[src/hdl/kmd_pkg.sv]
// ---------------------------------------------------------------------------
// kmd_pkg
// Shared types and constants for the key matrix scanner with debounce.
// ---------------------------------------------------------------------------
package kmd_pkg;

	localparam int CNT_W = 4;

	typedef logic [CNT_W-1:0] cnt_t;

	// debounce limit after reset
	localparam cnt_t LIMIT_RST = cnt_t'(3);

	// next state and events of one key for the current tick
	typedef struct packed {
		cnt_t cnt;
		logic led;
		logic press_ev;
		logic release_ev;
	} kmd_cell_t;

endpackage

[src/hdl/kmd_if.sv]
// ---------------------------------------------------------------------------
// kmd_if
// Valid/ready channels of the key matrix scanner: row sample in, result out.
// ---------------------------------------------------------------------------
interface kmd_in_if #(
	parameter int ROWS = 4
) ();
	logic            valid;
	logic            ready;
	logic [ROWS-1:0] row_levels;

	modport source (output valid, output row_levels, input ready);
	modport sink   (input valid, input row_levels, output ready);
endinterface

interface kmd_out_if #(
	parameter int ROWS  = 4,
	parameter int COL_W = 2
) ();
	logic             valid;
	logic             ready;
	logic [COL_W-1:0] column;
	logic [ROWS-1:0]  led_rows;
	logic [ROWS-1:0]  press_events;
	logic [ROWS-1:0]  release_events;

	modport source (output valid, output column, output led_rows, output press_events,
		output release_events, input ready);
	modport sink   (input valid, input column, input led_rows, input press_events,
		input release_events, output ready);
endinterface

[src/hdl/kmd_cell.sv]
// ---------------------------------------------------------------------------
// kmd_cell
// Integrating debounce of one key: counter step, press/release events and
// LED toggle.
// ---------------------------------------------------------------------------
module kmd_cell (
	input  logic             level,
	input  kmd_pkg::cnt_t    cnt,
	input  kmd_pkg::cnt_t    limit,
	input  logic             led,
	output kmd_pkg::kmd_cell_t nxt
);
	import kmd_pkg::*;

	cnt_t cnt_inc;
	cnt_t cnt_dec;

	assign cnt_inc = cnt + cnt_t'(1);
	assign cnt_dec = cnt - cnt_t'(1);

	always_comb begin
		nxt.cnt        = cnt;
		nxt.led        = led;
		nxt.press_ev   = 1'b0;
		nxt.release_ev = 1'b0;
		if (!level) begin
			// pressed (active low); counter above a lowered limit holds
			if (cnt < limit) begin
				nxt.cnt = cnt_inc;
				if (cnt_inc == limit) begin
					nxt.press_ev = 1'b1;
					nxt.led      = ~led;
				end
			end
		end else if (cnt != '0) begin
			nxt.cnt = cnt_dec;
			if (cnt_dec == '0) begin
				nxt.release_ev = 1'b1;
			end
		end
	end

endmodule

[src/hdl/key_matrix_debounce_toggle.sv]
// The result beat is valid in the cycle after its row sample beat is accepted.
// Throughput: one row sample per cycle while no result is stalled; all keys of a column update in parallel.
// The single result register holds a stalled result; a new sample is taken in
// the cycle the held result leaves.
// Reset: column, debounce counters and LED bits clear, limit returns to 3.
// ---------------------------------------------------------------------------
// key_matrix_debounce_toggle
// Scans a key/LED matrix one column per beat with integrating debounce.
// ---------------------------------------------------------------------------
module key_matrix_debounce_toggle #(
	parameter int COLUMNS = 4,
	parameter int ROWS    = 4
) (
	input  logic          clk,
	input  logic          arst_n,
	input  logic          cfg_wr_en,
	input  kmd_pkg::cnt_t cfg_wr_data,
	kmd_in_if.sink        scan_in,
	kmd_out_if.source     scan_out
);
	import kmd_pkg::*;

	localparam int COL_W = (COLUMNS > 1) ? $clog2(COLUMNS) : 1;
	localparam logic [COL_W-1:0] COL_LAST = COL_W'(COLUMNS - 1);

	cnt_t             limit_q;
	logic [COL_W-1:0] col_q;
	cnt_t             cnt_q [COLUMNS][ROWS];
	logic [ROWS-1:0]  led_q [COLUMNS];

	logic             out_vld_q;
	logic [COL_W-1:0] col_out_q;
	logic [ROWS-1:0]  led_out_q;
	logic [ROWS-1:0]  press_q;
	logic [ROWS-1:0]  release_q;

	kmd_cell_t        key_nxt [ROWS];
	logic [ROWS-1:0]  led_nxt;
	logic [ROWS-1:0]  press_v;
	logic [ROWS-1:0]  release_v;
	logic             accept;

	assign scan_in.ready = !out_vld_q || scan_out.ready;
	assign accept        = scan_in.valid && scan_in.ready;

	for (genvar r = 0; r < ROWS; r++) begin : g_row
		kmd_cell u_cell (
			.level (scan_in.row_levels[r]),
			.cnt   (cnt_q[col_q][r]),
			.limit (limit_q),
			.led   (led_q[col_q][r]),
			.nxt   (key_nxt[r])
		);
	end

	always_comb begin
		for (int r = 0; r < ROWS; r++) begin
			led_nxt[r]   = key_nxt[r].led;
			press_v[r]   = key_nxt[r].press_ev;
			release_v[r] = key_nxt[r].release_ev;
		end
	end

	always_ff @(posedge clk or negedge arst_n) begin
		if (!arst_n) begin
			limit_q <= LIMIT_RST;
			col_q   <= '0;
			for (int c = 0; c < COLUMNS; c++) begin
				led_q[c] <= '0;
				for (int r = 0; r < ROWS; r++) begin
					cnt_q[c][r] <= '0;
				end
			end
		end else begin
			if (cfg_wr_en) begin
				limit_q <= cfg_wr_data;
			end
			if (accept) begin
				for (int r = 0; r < ROWS; r++) begin
					cnt_q[col_q][r] <= key_nxt[r].cnt;
				end
				led_q[col_q] <= led_nxt;
				col_q        <= (col_q == COL_LAST) ? '0 : col_q + COL_W'(1);
			end
		end
	end

	always_ff @(posedge clk or negedge arst_n) begin
		if (!arst_n) begin
			out_vld_q <= 1'b0;
		end else if (scan_in.ready) begin
			out_vld_q <= scan_in.valid;
		end
	end

	// led_rows reports the column's LEDs before this beat's toggles
	always_ff @(posedge clk) begin
		if (accept) begin
			col_out_q <= col_q;
			led_out_q <= led_q[col_q];
			press_q   <= press_v;
			release_q <= release_v;
		end
	end

	assign scan_out.valid          = out_vld_q;
	assign scan_out.column         = col_out_q;
	assign scan_out.led_rows       = led_out_q;
	assign scan_out.press_events   = press_q;
	assign scan_out.release_events = release_q;

endmodule

[src/flat_wrapper.sv]
// flat-port wrapper written by rule: the top's interface ports become plain ports
module key_matrix_debounce_toggle_flat import kmd_pkg::*;
#(
	parameter int COLUMNS = 4,
	parameter int ROWS    = 4
)
  (clk, arst_n, cfg_wr_en, cfg_wr_data, scan_in_valid, scan_in_row_levels, scan_in_ready, scan_out_valid, scan_out_column, scan_out_led_rows, scan_out_press_events, scan_out_release_events, scan_out_ready);
  kmd_in_if #(.ROWS(ROWS)) scan_in_i ();
  kmd_out_if #(.ROWS(ROWS)) scan_out_i ();
  input  logic clk;
  input  logic arst_n;
  input  logic cfg_wr_en;
  input  kmd_pkg::cnt_t cfg_wr_data;
  input wire logic [$bits(scan_in_i.valid)-1:0] scan_in_valid;
  input wire logic [$bits(scan_in_i.row_levels)-1:0] scan_in_row_levels;
  output wire logic [$bits(scan_in_i.ready)-1:0] scan_in_ready;
  output wire logic [$bits(scan_out_i.valid)-1:0] scan_out_valid;
  output wire logic [$bits(scan_out_i.column)-1:0] scan_out_column;
  output wire logic [$bits(scan_out_i.led_rows)-1:0] scan_out_led_rows;
  output wire logic [$bits(scan_out_i.press_events)-1:0] scan_out_press_events;
  output wire logic [$bits(scan_out_i.release_events)-1:0] scan_out_release_events;
  input wire logic [$bits(scan_out_i.ready)-1:0] scan_out_ready;
  assign scan_in_i.valid = scan_in_valid;
  assign scan_in_i.row_levels = scan_in_row_levels;
  assign scan_in_ready = scan_in_i.ready;
  assign scan_out_valid = scan_out_i.valid;
  assign scan_out_column = scan_out_i.column;
  assign scan_out_led_rows = scan_out_i.led_rows;
  assign scan_out_press_events = scan_out_i.press_events;
  assign scan_out_release_events = scan_out_i.release_events;
  assign scan_out_i.ready = scan_out_ready;
  key_matrix_debounce_toggle #(.COLUMNS(COLUMNS), .ROWS(ROWS)) u_core (.clk(clk), .arst_n(arst_n), .cfg_wr_en(cfg_wr_en), .cfg_wr_data(cfg_wr_data), .scan_in(scan_in_i), .scan_out(scan_out_i));
endmodule
[config.mk]
export PLATFORM = sky130hd
export DESIGN_NAME = key_matrix_debounce_toggle_flat
export DESIGN_NICKNAME = d
export VERILOG_FILES = /design/src/hdl/kmd_pkg.sv /design/src/hdl/kmd_if.sv /design/src/hdl/kmd_cell.sv /design/src/hdl/key_matrix_debounce_toggle.sv /design/src/flat_wrapper.sv
export SDC_FILE = /design/constraint.sdc
export NUM_CORES = 1
export LEC_CHECK = 0
export BUFFER_PORTS_ARGS = -buffer_cell sky130_fd_sc_hd__clkbuf_2
export CORE_MARGIN = 1.5
export CORE_UTILIZATION = 50
export CTS_CLUSTER_SIZE = 14
export DETAILED_ROUTE_END_ITERATION = 8
export HOLD_SLACK_MARGIN = 0.06
export PLACE_DENSITY = 0.75
export SETUP_SLACK_MARGIN = 0.1
export SYNTH_ARGS = -nofsm -noshare
export SYNTH_HDL_FRONTEND = slang
export SYNTH_HIERARCHICAL = 1
export SYNTH_SLANG_ARGS = --single-unit
[constraint.sdc]
create_clock -name clk -period 3.5 [get_ports clk]
set_clock_uncertainty 0.15 [all_clocks]
set_input_delay 0.175 -clock clk [delete_from_list [all_inputs] [get_ports clk]]
set_output_delay 0.175 -clock clk [all_outputs]
set_load 0.01 [all_outputs]
After elaboration in Yosys (flattened, before gate mapping) --
Index checks and enable logic that the tools add are counted. W data, S select, Z words.
Cells by class: add/subtract/negate cells 9, $lt $le $gt $ge 6, equality and inequality tests 5, mux-type cells 46, bitwise gates (word level) 9, reduce and logical (&&, ||, !) cells 20
Operator list (number):
- $bwmux W64 | 4
- $demux W16 S2 | 4
- $mux W16 | 3
- $mux W4 | 12
- $bmux W16 S2 | 1
- $mux W6 | 4
- $mux W2 | 9
- $add A4 B1 Y4 const B | 4
- $bwmux W16 | 1
- $eq A4 B4 Y1 | 4
- $logic_not A4 Y1 | 4
- $lt A4 B4 Y1 | 4
- $reduce_bool A4 Y1 | 4
- $sub A4 B1 Y4 const B | 4
- $mux W12 | 1
- $bmux W4 S2 | 1
- $demux W4 S2 | 1
- $mux W8 | 1
- $not A1 Y1 | 8
- $reduce_and A2 Y1 | 4
- $reduce_or A2 Y1 | 4
- $mux W1 | 4
- $ge A3 B3 Y1 const B | 1
- $lt A3 B1 Y1 const B | 1
- 6 further kinds | 7
Word-level totals: register bits after elaboration 101, input bits 13, output and inout port bits 16, logic and storage cells 128

Logic depth before layout (Yosys ltp) --
Gate-level depths: netlist (run 1).
depth after elaboration 13, depth in mapped cells 11, gate-level depth less buffers 9

By module --
The synthesis (run 1) kept the hierarchy.
Modules (own cells, without submodules):
- key_matrix_debounce_toggle | times used 1, cells each 235, area each 4623.2 um2, sequential area each 2600.0 um2
- kmd_cell at u_core.g_row[1].u_cell ... | times used 3, cells each 49, area each 384.1 um2, sequential area each 0.0 um2
- kmd_cell at u_core.g_row[0].u_cell | times used 1, cells each 49, area each 357.8 um2, sequential area each 0.0 um2

Worst setup path after synthesis (run 1) --
Ideal clock, no wire load.
kind register -> register, start register u_core.col_q[0], end register u_core/led_q[12] in the netlist's numbering, library setup time 125 ps, arrival 2643 ps, required time 3225 ps, setup slack 582 ps, stages on the path, launching flop included 11, buffers on the path 2, clock period less this slack 2918 ps, cells stage by stage dfrtp_1 buf_6 buf_6 mux4_2 ha_1 nor2b_1 nor3_1 o21ai_2 nor4_4 xor2_1 mux2_4
RTL lines:
- start: declaration | line key_matrix_debounce_toggle.sv:27 | logic [COL_W-1:0] col_q;
- start signal: assignment | line key_matrix_debounce_toggle.sv:83 | col_q <= (col_q == COL_LAST) ? '0 : col_q + COL_W'(1);
- end signal: indexed assignment | line key_matrix_debounce_toggle.sv:82 | led_q[col_q] <= led_nxt;
- end: declaration | line key_matrix_debounce_toggle.sv:29 | logic [ROWS-1:0] led_q [COLUMNS];

==> results of run 1 <==
==> cell families (layout without fill, tap and decap cells) <==
group	after synthesis	in the layout	synth area share (%)
mux	107	107	28.2
flops	101	101	42.4
simple gates	67	67	7.79
buf+inv	47	86	5.39
compound gates	45	45	5.14
fa+ha+maj	32	32	6.53
xor+xnor	32	32	4.57
==> sequential cells by signal (all words and copies together), names as in the netlist <==
signal                          flops
u_core/scan_out.column              2
u_core/scan_out.release_events      4
u_core/led_q                       16
u_core/limit_q                      4
u_core/scan_out.valid               1
u_core/col_q                        2
u_core/scan_out.led_rows            4
u_core/cnt_q                       64
u_core/scan_out.press_events        4
==> worst reg2reg max path, cell delays in order (launching register included) <==
cell	delay, ns
dfrtp_1	0.39
buf_12	0.22
mux4_2	0.61
ha_1	0.31
nor2b_1	0.14
nor3_2	0.13
o21ai_2	0.16
o311ai_0	0.74
mux2_4	0.28
==> layout by cell type (no fill, tap or decap), types with 4 or more instances in the layout <==
cell,instances
nor2b_1,4
clkbuf_2,27
clkbuf_16,9
o21ai_0,5
nand2_1,16
edfxtp_1,14
mux2_4,80
buf_4,4
nor4_4,4
xor2_1,12
dlygate4sd3_1,10
nand2b_1,4
inv_1,28
nor2_1,9
dfrtp_1,85
a21oi_1,4
xnor2_1,20
mux2_2,6
ha_1,32
o21ai_1,9
mux4_2,20
o21ai_2,4
nand3b_1,6
and3_1,4
and3_4,4
o211ai_1,8
==> per-layer routing <==
metal  vias to the layer above  share of wire (%)  GRT usage [%]
met2                        83                 47           31.6
met1                      1838                 47           27.4
met4                         0                1.6           5.67
met3                        18                4.3           5.05
li1                       1631                  -              -
met5                         -                  0              0
==> through the flow <==
step | instance area, um2 | hold WS [ns] | util, %
finish | 6670 | 0.0968 | 55.5
global route | 6670 | 0.110 | 55.5
CTS | 6670 | 0.0885 | 55.5
detailed placement | 6280 | 0.271 | 52.3
global placement | 6280 | 0.258 | 52.3
floorplan | 6130 | -0.271 | -
==> final timing paths <==
path | from | end | slack, ns | cells past startpoint
setup / recovery | u_core/col_q[0]$_DFFE_PN0P_ | u_core/cnt_q[18]$_DFFE_PN0P_ | 0.31 | 8
hold reg to reg | u_core/cnt_q[17]$_DFFE_PN0P_ | u_core/cnt_q[17]$_DFFE_PN0P_ | 0.36 | 1
max in group asynchronous | arst_n | u_core/led_q[13]$_DFFE_PN0P_ | 2.06 | 2
hold / removal | scan_in_row_levels[1] | u_core/scan_out.release_events[1]$_DFFE_PP_ | 0.1 | 2
min in group asynchronous | arst_n | u_core/cnt_q[61]$_DFFE_PN0P_ | 0.40 | 2
setup reg to reg | u_core/col_q[0]$_DFFE_PN0P_ | u_core/cnt_q[18]$_DFFE_PN0P_ | 0.31 | 8
==> power by group through the flow <==
stage	clock, W	combinational, W	sequential [W]
finish	0.000965	0.00422	0.00190
floorplan	0	0.00356	0.00185
global placement	0	0.00399	0.00189
detailed placement	0	0.00417	0.00191
CTS	0.000988	0.00421	0.00190
global route	0.00103	0.00461	0.00195
==> layout make-up <==
| type | instances | area, um2 |
|---|---|---|
| tap | 147 | 184 |
| multi-input combinational | 283 | 3200 |
| fill | 971 | 5350 |
| clock inverter | 2 | 15.0 |
| sequential | 101 | 2600 |
| clock buffer | 14 | 274 |
| inverter | 28 | 105 |
| timing repair buffer | 42 | 285 |
==> repair_timing <==
item,in CTS,in global routing
hold buffers,10,0
endpoints found under the hold margin,90,0
gates resized for setup,0,0
==> out/qor.txt, run 1 <==
Cells after DPL -> 591
EDFF count, synth -> 14
Pre-CTS WS -> 0.342 ns
Maximum VDD drop -> 0.604 mV
RSZ-0062 raised after global routing -> no
Minimum clock period -> 3.19 ns
FFs w/ async S/R, synth -> 86.1%
Synth top area share -> 34.7%
Total number of vias -> 3,570
Initial antenna violation count -> 0
Post-CTS setup buffers -> 0
Final Hold Fails -> 0
Critical path's slowest cell -> o311ai_0
Average size of a mapped cell -> 14.2 um2
# IOs -> 29
Max clock buf depth -> 2
Tcrit/Tclk final -> 91.1%
Synth unique cells -> 42
PD cells -> 1060 nW/um2
Critical path class -> flop to flop
First-pass GRT wire length -> 19,900 um
Synthesis-to-layout area growth -> 8.69%
FF+latch count, synth -> 101
Final worst slack -> 0.310 ns
Clock latency on the worst-skew pair -> 0.34 ns
Largest cells by area after synthesis -> dfrtp_1 35%, mux2_4 20%, mux4_2 7.3%
Cell Area, Synth -> 6130 um2
Routability cong. -> 0.805
Sequential power share -> 26.8%
Combinational Power Share -> 59.5%
CP required -> 3.63 ns
CP startpoint kind -> flop
Slew margin rel. -> 26.4%
DR vias/cell -> 5.79
Initial Utilization -> 51.1%
CP max stage delay -> 0.74 ns
Sw Pwr -> 0.00286 W
Most common cell in the netlist -> dfrtp_1
Gr ovfl total -> 0
Register area share after synthesis -> 42.4%
Leak -> 3.01 nW
DRC Markers -> 0
CP Data Arrival Time -> 3.32 ns
Synth warn -> 6
P_int -> 0.00423 W
Nets -> 510
Synthesized instance count -> 431
ANT nets after route -> 0
MaxCap Viol Count -> 0
CP delay by family, top -> compound AO/OA/AOI/OAI gates
Clock network power share -> 13.6%
CTS buffer count -> 9
Largest net degree at the start of global routing -> 88
All-layer global routing usage -> 19.9%
DR pass1 iterations -> 4
CP Buf/Inv Count -> 1
Max Clock Freq -> 313 MHz
Post-Syn Nets -> 476
Die Width -> 114 um
Cell type with the largest total area after synthesis -> dfrtp_1
Wire per inst -> 19.4 um
Die span in y -> 114 um
Post-DP HPWL -> 7570 um
Diodes inserted -> 0
Worst-path fanout max -> 18
Final Setup Violations -> 0
Finished Layout Cells -> 617
Vias in the first global route -> 3,802
Port bufs -> 28
Top cells by count, synth -> 85 x dfrtp_1, 80 x mux2_4, 32 x ha_1
Core region area -> 12,000 um2
CTS tree -> done
Final setup TNS -> 0 ns
Clock slew at reported path FFs -> 0.07 ns
Status -> completed
Slew Viols, Final -> 0
Die area -> 12,900 um2
H-Tree Depth -> 3
Worst Hold Class -> primary input to flop
Std cell rows -> 40
Critical-path cell list -> buf_12 -> mux4_2 -> ha_1 -> nor2b_1 -> nor3_2 -> o21ai_2 -> o311ai_0 -> mux2_4
Iteration-0 DRC Markers -> 168
Setup crit end kind -> flop
Worst Max-Slew Pin Slew -> 1.10 ns
Power, Total -> 0.00709 W
Clock sink total -> 101
Sw frac -> 40.3%
Prevailing post-synth register cell -> dfrtp_1
WL final -> 12,000 um
Layout cell share with drive strength beyond 1 -> 37.0%
Root Buffer -> clkbuf_16
No activity file was read; power rests on OpenSTA's default activity.
==> inputs of run 2 (changes only) <==
--- a/config.mk
+++ b/config.mk
@@ -6,13 +6,16 @@
 export NUM_CORES = 1
 export LEC_CHECK = 0
 export BUFFER_PORTS_ARGS = -buffer_cell sky130_fd_sc_hd__clkbuf_2
+export CELL_PAD_IN_SITES_DETAIL_PLACEMENT = 0
+export CELL_PAD_IN_SITES_GLOBAL_PLACEMENT = 1
 export CORE_MARGIN = 1.5
 export CORE_UTILIZATION = 50
 export CTS_CLUSTER_SIZE = 14
 export DETAILED_ROUTE_END_ITERATION = 8
 export HOLD_SLACK_MARGIN = 0.06
-export PLACE_DENSITY = 0.75
-export SETUP_SLACK_MARGIN = 0.1
+export PLACE_DENSITY = 0.85
+export RECOVER_POWER = 25
+export SETUP_SLACK_MARGIN = 0.05
 export SYNTH_ARGS = -nofsm -noshare
 export SYNTH_HDL_FRONTEND = slang
 export SYNTH_HIERARCHICAL = 1
==> run 2 against run 1 <==
  * The flow now finishes with violations (capacitance limit, slew limit)
  * Clock power about the same
  * Worst setup slack got worse by 0.061 ns
  * Critical path depth unchanged
  * Largest cell class unchanged
  * Largest power group unchanged
  * Highest routed layer unchanged
==> out/qor.txt, run 2 (same netlist as run 1, synthesis figures left out) <==
Routability cong. -> 0.801 (was 0.805)
CP Buf/Inv Count -> 1 (unchanged)
Slew margin rel. -> -40.3% (was 26.4%)
All-layer global routing usage -> 20.2% (was 19.9%)
CP delay by family, top -> compound AO/OA/AOI/OAI gates (unchanged)
CTS tree -> done (unchanged)
Violated checks -> capacitance limit, slew limit
WL final -> 12,000 um (about the same)
PD cells -> 1070 nW/um2 (was 1060 nW/um2)
Max Clock Freq -> 308 MHz (was 313 MHz)
Worst Hold Class -> primary input to flop (unchanged)
Nets -> 510 (unchanged)
P_int -> 0.00419 W (was 0.00423 W)
Root Buffer -> clkbuf_16 (unchanged)
Placed cell areas -> 6280 um2 (unchanged)
DR pass1 iterations -> 4 (unchanged)
Critical path's slowest cell -> o311ai_0 (unchanged)
Minimum clock period -> 3.25 ns (was 3.19 ns)
Total number of vias -> 3,550 (was 3,570)
Final Setup Violations -> 0 (unchanged)
Port bufs -> 28 (unchanged)
Tcrit/Tclk final -> 92.9% (was 91.1%)
Post-CTS setup buffers -> 0 (unchanged)
Status -> finished, violations left (was completed)
ANT nets after route -> 0 (unchanged)
Wire per inst -> 19.5 um (was 19.4 um)
Diodes inserted -> 0 (unchanged)
Clock latency on the worst-skew pair -> 0.35 ns (was 0.34 ns)
DR vias/cell -> 5.75 (was 5.79)
Clock sink total -> 101 (unchanged)
MaxCap Viol Count -> 1 (was 0)
Synthesis-to-layout area growth -> 7.94% (was 8.69%)
Leak -> 2.94 nW (was 3.01 nW)
Largest register FFs -> 64 (unchanged)
Layout cell share with drive strength beyond 1 -> 32.8% (was 37.0%)
CP Data Arrival Time -> 3.39 ns (was 3.32 ns)
CP required -> 3.64 ns (was 3.63 ns)
Final setup TNS -> 0 ns (unchanged)
Commonest cells after routing, fill and taps aside -> 85 x dfrtp_1, 80 x mux2_4, 32 x ha_1, 28 x inv_1, 21 x clkbuf_1 (was 85 x dfrtp_1, 80 x mux2_4, 32 x ha_1, 28 x inv_1, 27 x clkbuf_2)
Sw frac -> 40.5% (was 40.3%)
Slew Viols, Final -> 88 (was 0)
First-pass GRT wire length -> 20,000 um (was 19,900 um)
CTS buffer count -> 9 (unchanged)
Largest net degree at the start of global routing -> 88 (unchanged)
Sequential power share -> 27.0% (was 26.8%)
Largest Register -> u_core/cnt_q (unchanged)
Clock network power share -> 13.6% (about the same)
Critical-path cell list -> buf_12 -> mux4_2 -> ha_1 -> nor2b_1 -> nor3_2 -> o21ai_2 -> o311ai_0 -> mux2_4 (unchanged)
Combinational Power Share -> 59.4% (was 59.5%)
RSZ-0062 raised after global routing -> no (unchanged)
Critical path class -> flop to flop (unchanged)
Fin area -> 6620 um2 (was 6670 um2)
Vias in the first global route -> 3,807 (was 3,802)
Core region area -> 12,000 um2 (unchanged)
Die area -> 12,900 um2 (unchanged)
Die Width -> 114 um (unchanged)
Commonest non-fill, non-tap cell in the layout -> dfrtp_1 (unchanged)
Power, Total -> 0.00705 W (was 0.00709 W)
Max clock buf depth -> 2 (unchanged)
Clock slew at reported path FFs -> 0.07 ns (about the same)
CP max stage delay -> 0.80 ns (was 0.74 ns)
Iteration-0 DRC Markers -> 180 (was 168)
H-Tree Depth -> 3 (unchanged)
Worst Max-Slew Pin Slew -> 2.10 ns (was 1.10 ns)
Top Registers -> u_core/cnt_q (64), u_core/led_q (16) (unchanged)
# IOs -> 29 (unchanged)
Sw Pwr -> 0.00286 W (about the same)
Post-DP HPWL -> 7560 um (was 7570 um)
Setup crit end kind -> flop (unchanged)
DRC Markers -> 0 (unchanged)
Final Hold Fails -> 0 (unchanged)
Worst-path fanout max -> 18 (unchanged)
Std cell rows -> 40 (unchanged)
Gr ovfl total -> 0 (unchanged)
Initial antenna violation count -> 0 (unchanged)
Maximum VDD drop -> 0.607 mV (was 0.604 mV)
Initial Utilization -> 51.1% (unchanged)
CP startpoint kind -> flop (unchanged)
Die span in y -> 114 um (unchanged)
==> run 2: stage by stage <==
stage          setup WS, ns  hold WS [ns]  std cells  util [%]
2_1_floorplan         0.582        -0.271        431         -
3_3_place_gp          0.421         0.260        591      52.3
3_5_place_dp          0.227         0.267        591      52.3
4_1_cts               0.217        0.0651        617      55.4
5_1_grt               0.107         0.107        617      55.1
6_report              0.249        0.0751        617      55.1
==> run 2: worst paths after layout <==
| check | cells after the start | slack (ns) | to | start |
|---|---|---|---|---|
| max reg2reg | 8 | 0.25 | u_core/cnt_q[10]$_DFFE_PN0P_ | u_core/col_q[0]$_DFFE_PN0P_ |
| max in group asynchronous | 2 | 1.15 | u_core/cnt_q[57]$_DFFE_PN0P_ | arst_n |
| min reg2reg | 1 | 0.36 | u_core/cnt_q[0]$_DFFE_PN0P_ | u_core/cnt_q[0]$_DFFE_PN0P_ |
| min in group asynchronous | 2 | 0.81 | u_core/cnt_q[45]$_DFFE_PN0P_ | arst_n |
| min | 2 | 0.08 | u_core/scan_out.release_events[0]$_DFFE_PP_ | scan_in_row_levels[0] |
| max | 8 | 0.25 | u_core/cnt_q[10]$_DFFE_PN0P_ | u_core/col_q[0]$_DFFE_PN0P_ |
==> run 2: final cells by class <==
| class | instances | area (um2) |
|---|---|---|
| inverter | 28 | 105 |
| fill | 1003 | 5390 |
| sequential | 101 | 2600 |
| clock buffer | 13 | 262 |
| multi-input combinational | 283 | 3200 |
| timing repair buffer | 42 | 255 |
| tap | 147 | 184 |
| clock inverter | 3 | 18.8 |
==> run 2: power by group through the flow <==
stage	clock network (W)	logic [W]	registers [W]
after floorplan	0	0.00356	0.00185
after global placement	0	0.00405	0.00189
after detailed placement	0	0.00418	0.00192
after CTS	0.000994	0.00422	0.00191
after global routing	0.00103	0.00461	0.00195
final	0.000962	0.00419	0.00190
==> run 2: layer usage <==
layer  vias to the layer above  part of all wire [%]  global-route usage, %
met2                        63                    49                   31.9
met4                         0                   1.5                   6.75
li1                       1623                     -                      -
met1                      1847                    46                   27.9
met3                        17                   3.4                   4.20
met5                         -                     0                      0
==> run 2: repair_timing <==
action	CTS	global route
setup endpoints to repair	0	4
resized for setup	0	1
endpoints found under the hold margin	90	0
hold buffers	10	0
==> inputs of run 3 (changes only) <==
--- a/config.mk
+++ b/config.mk
@@ -5,15 +5,15 @@
 export SDC_FILE = /design/constraint.sdc
 export NUM_CORES = 1
 export LEC_CHECK = 0
-export BUFFER_PORTS_ARGS = -buffer_cell sky130_fd_sc_hd__clkbuf_2
 export CELL_PAD_IN_SITES_DETAIL_PLACEMENT = 0
 export CELL_PAD_IN_SITES_GLOBAL_PLACEMENT = 1
 export CORE_MARGIN = 1.5
 export CORE_UTILIZATION = 50
 export CTS_CLUSTER_SIZE = 14
 export DETAILED_ROUTE_END_ITERATION = 8
+export DONT_BUFFER_PORTS = 1
 export HOLD_SLACK_MARGIN = 0.06
-export PLACE_DENSITY = 0.85
+export PLACE_DENSITY = 0.83
 export RECOVER_POWER = 25
 export SETUP_SLACK_MARGIN = 0.05
 export SYNTH_ARGS = -nofsm -noshare
==> run 3 against run 2 <==
  * The run still ends with capacitance limit, slew limit left
  * Design area fell by 1.0%
  * Non-clock buffer count fell by 21
  * First-iteration DRC count rose by 36%
  * Via count fell by 4.1%
  * Worst setup slack improved by 0.014 ns
  * Cell count fell by 3.6%
  * Combinational power fell by 1%
  * Flip-flop and latch count did not move
  * Largest cell class unchanged
==> out/qor.txt, run 3 (same netlist as run 1, synthesis figures left out) <==
Std cell rows -> 40 (unchanged)
Hold Path Sink -> u_core/scan_out.press_events[2]$_DFFE_PP_ (was u_core/scan_out.release_events[0]$_DFFE_PP_)
Largest Register -> u_core/cnt_q (unchanged)
Synthesis-to-layout area growth -> 6.83% (was 7.94%)
Commonest non-fill, non-tap cell in the layout -> dfrtp_1 (unchanged)
R2R cell count -> 8 (unchanged)
Post-CTS setup buffers -> 0 (unchanged)
Wire per inst -> 19.9 um (was 19.5 um)
Tcrit/Tclk final -> 92.5% (was 92.9%)
Root Buffer -> clkbuf_16 (unchanged)
Initial Utilization -> 51.1% (unchanged)
Max clock buf depth -> 2 (unchanged)
Layout cell share with drive strength beyond 1 -> 33.0% (was 32.8%)
Diodes inserted -> 0 (unchanged)
DR pass1 iterations -> 4 (unchanged)
Port bufs -> 0 (was 28)
Critical path class -> flop to flop (unchanged)
Clock sink total -> 101 (unchanged)
Initial antenna violation count -> 0 (unchanged)
Die Width -> 114 um (unchanged)
Top Registers -> u_core/cnt_q (64), u_core/led_q (16) (unchanged)
Minimum clock period -> 3.24 ns (was 3.25 ns)
ANT nets after route -> 0 (unchanged)
CP startpoint kind -> flop (unchanged)
First-pass GRT wire length -> 20,100 um (was 20,000 um)
DR vias/cell -> 5.72 (was 5.75)
Post-route met1 wirelength -> 5310 um (was 5530 um)
# IOs -> 29 (unchanged)
Filler cells -> 982 (was 1,003)
R2R Path End -> u_core/cnt_q[58]$_DFFE_PN0P_ (was u_core/cnt_q[10]$_DFFE_PN0P_)
Status -> finished, violations left (unchanged)
Total number of vias -> 3,406 (was 3,550)
Power, Total -> 0.00699 W (was 0.00705 W)
CP required -> 3.63 ns (was 3.64 ns)
MaxCap Viol Count -> 1 (unchanged)
Largest register FFs -> 64 (unchanged)
Final Hold Fails -> 0 (unchanged)
Maximum VDD drop -> 0.560 mV (was 0.607 mV)
DRC Markers -> 0 (unchanged)
All-layer global routing usage -> 20.3% (was 20.2%)
Reg2reg start -> u_core/col_q[0]$_DFFE_PN0P_ (unchanged)
Worst-path fanout max -> 10 (was 18)
Leak -> 2.90 nW (was 2.94 nW)
Violated checks -> capacitance limit, slew limit (unchanged)
Met2 wire length -> 5800 um (was 5880 um)
WL final -> 11,800 um (was 12,000 um)
CTS buffer count -> 9 (unchanged)
Final Setup Violations -> 0 (unchanged)
Final setup TNS -> 0 ns (unchanged)
CP Data Arrival Time -> 3.37 ns (was 3.39 ns)
Worst Hold Class -> primary input to flop (unchanged)
Slew Viols, Final -> 88 (unchanged)
Flop2flop setup slack -> 0.26 ns (was 0.25 ns)
Slew margin rel. -> -39.7% (was -40.3%)
Iteration-0 DRC Markers -> 245 (was 180)
Commonest cells after routing, fill and taps aside -> 85 x dfrtp_1, 80 x mux2_4, 32 x ha_1, 28 x inv_1 (was 85 x dfrtp_1, 80 x mux2_4, 32 x ha_1, 28 x inv_1, 21 x clkbuf_1)
Clock latency on the worst-skew pair -> 0.34 ns (was 0.35 ns)
Core region area -> 12,000 um2 (unchanged)
Die span in y -> 114 um (unchanged)
CTS tree -> done (unchanged)
Vias in the first global route -> 3,785 (was 3,807)
Routability cong. -> 0.788 (was 0.801)
HP Start -> scan_in_row_levels[2] (was scan_in_row_levels[0])
Gr ovfl total -> 0 (unchanged)
Top sig layer -> met4 (unchanged)
Max Clock Freq -> 309 MHz (was 308 MHz)
WHS Path Cells -> 3 (was 2)
Routed wl met3 -> 545 um (was 414 um)
Cts repair resizes -> 0 (unchanged)
PD cells -> 1070 nW/um2 (about the same)
Post-DP HPWL -> 7560 um (about the same)
RSZ-0062 raised after global routing -> no (unchanged)
Die area -> 12,900 um2 (unchanged)
H-Tree Depth -> 3 (unchanged)
Setup crit end kind -> flop (unchanged)
Clock slew at reported path FFs -> 0.07 ns (about the same)
Nets -> 489 (was 510)
Worst Max-Slew Pin Slew -> 2.10 ns (about the same)
Largest net degree at the start of global routing -> 88 (unchanged)
-- run 3: changes by cell type in the layout (fill, tap and decap cells not counted), moves of 4 or more --
cell	delta
clkbuf_2	-11
dlygate4sd3_1	+5
buf_4	+4
clkbuf_1	-20
-- run 3: area by class of cell --
cell class                      instances  area (um2)  area share (%)
Inverter                               28         105            1.60
Multi-Input combinational cell        283        3200            48.9
Timing Repair Buffer                   21         193            2.94
Tap cell                              147         184            2.81
Clock buffer                           11         243            3.70
Sequential cell                       101        2600            39.7
Clock inverter                          4        25.0           0.382
-- run 3: worst max path at each step --
stage,start,endpoint,slack (ns),cells after the start
final,u_core/col_q[0]$_DFFE_PN0P_,u_core/cnt_q[58]$_DFFE_PN0P_,0.26,8
after global routing,u_core/col_q[0]$_DFFE_PN0P_,u_core/cnt_q[42]$_DFFE_PN0P_,0.06,8
after CTS,u_core/col_q[0]$_DFFE_PN0P_,u_core/cnt_q[58]$_DFFE_PN0P_,0.24,8
after floorplan,u_core/col_q[0]$_DFFE_PN0P_,u_core/led_q[12]$_DFFE_PN0P_,0.58,10
after detailed placement,u_core/col_q[0]$_DFFE_PN0P_,u_core/cnt_q[58]$_DFFE_PN0P_,0.26,8
after global placement,u_core/col_q[0]$_DFFE_PN0P_,u_core/cnt_q[10]$_DFFE_PN0P_,0.34,8
-- run 3: critical path: stages (launching register included) --
cell,delay [ns]
dfrtp_1,0.36
buf_4,0.26
mux4_2,0.61
ha_1,0.31
nor2b_1,0.14
nor3_2,0.12
o21ai_2,0.16
o311ai_0,0.77
mux2_4,0.28
-- run 3: routing by layer --
metal | global-route usage (%) | vias up
li1 | - | 1590
met1 | 26.9 | 1733
met2 | 33.6 | 70
met3 | 4.94 | 13
met4 | 5.50 | 0
met5 | 0 | -
-- run 3: repair_timing --
item,CTS,global route
setup endpoints to repair,0,0
endpoints found under the hold margin,98,0
hold buffers,16,0
-- run 3: stage by stage --
step | hold WS (ns) | util, % | setup slack, ns | instances | instance area (um2)
3_3_place_gp | -0.267 | 51.0 | 0.339 | 564 | 6130
6_report | 0.0988 | 54.6 | 0.263 | 595 | 6550
2_1_floorplan | -0.271 | - | 0.582 | 431 | 6130
3_5_place_dp | -0.268 | 51.0 | 0.258 | 564 | 6130
5_1_grt | 0.106 | 54.6 | 0.0584 | 595 | 6550
4_1_cts | 0.0813 | 54.7 | 0.238 | 595 | 6580
-- run 3: power by group --
group / switching, W / internal, W / total [W]
registers: 0.000266 / 0.00166 / 0.00192
clock network: 0.000421 / 0.000495 / 0.000917
logic: 0.00214 / 0.00201 / 0.00415
total: 0.00283 / 0.00416 / 0.00699
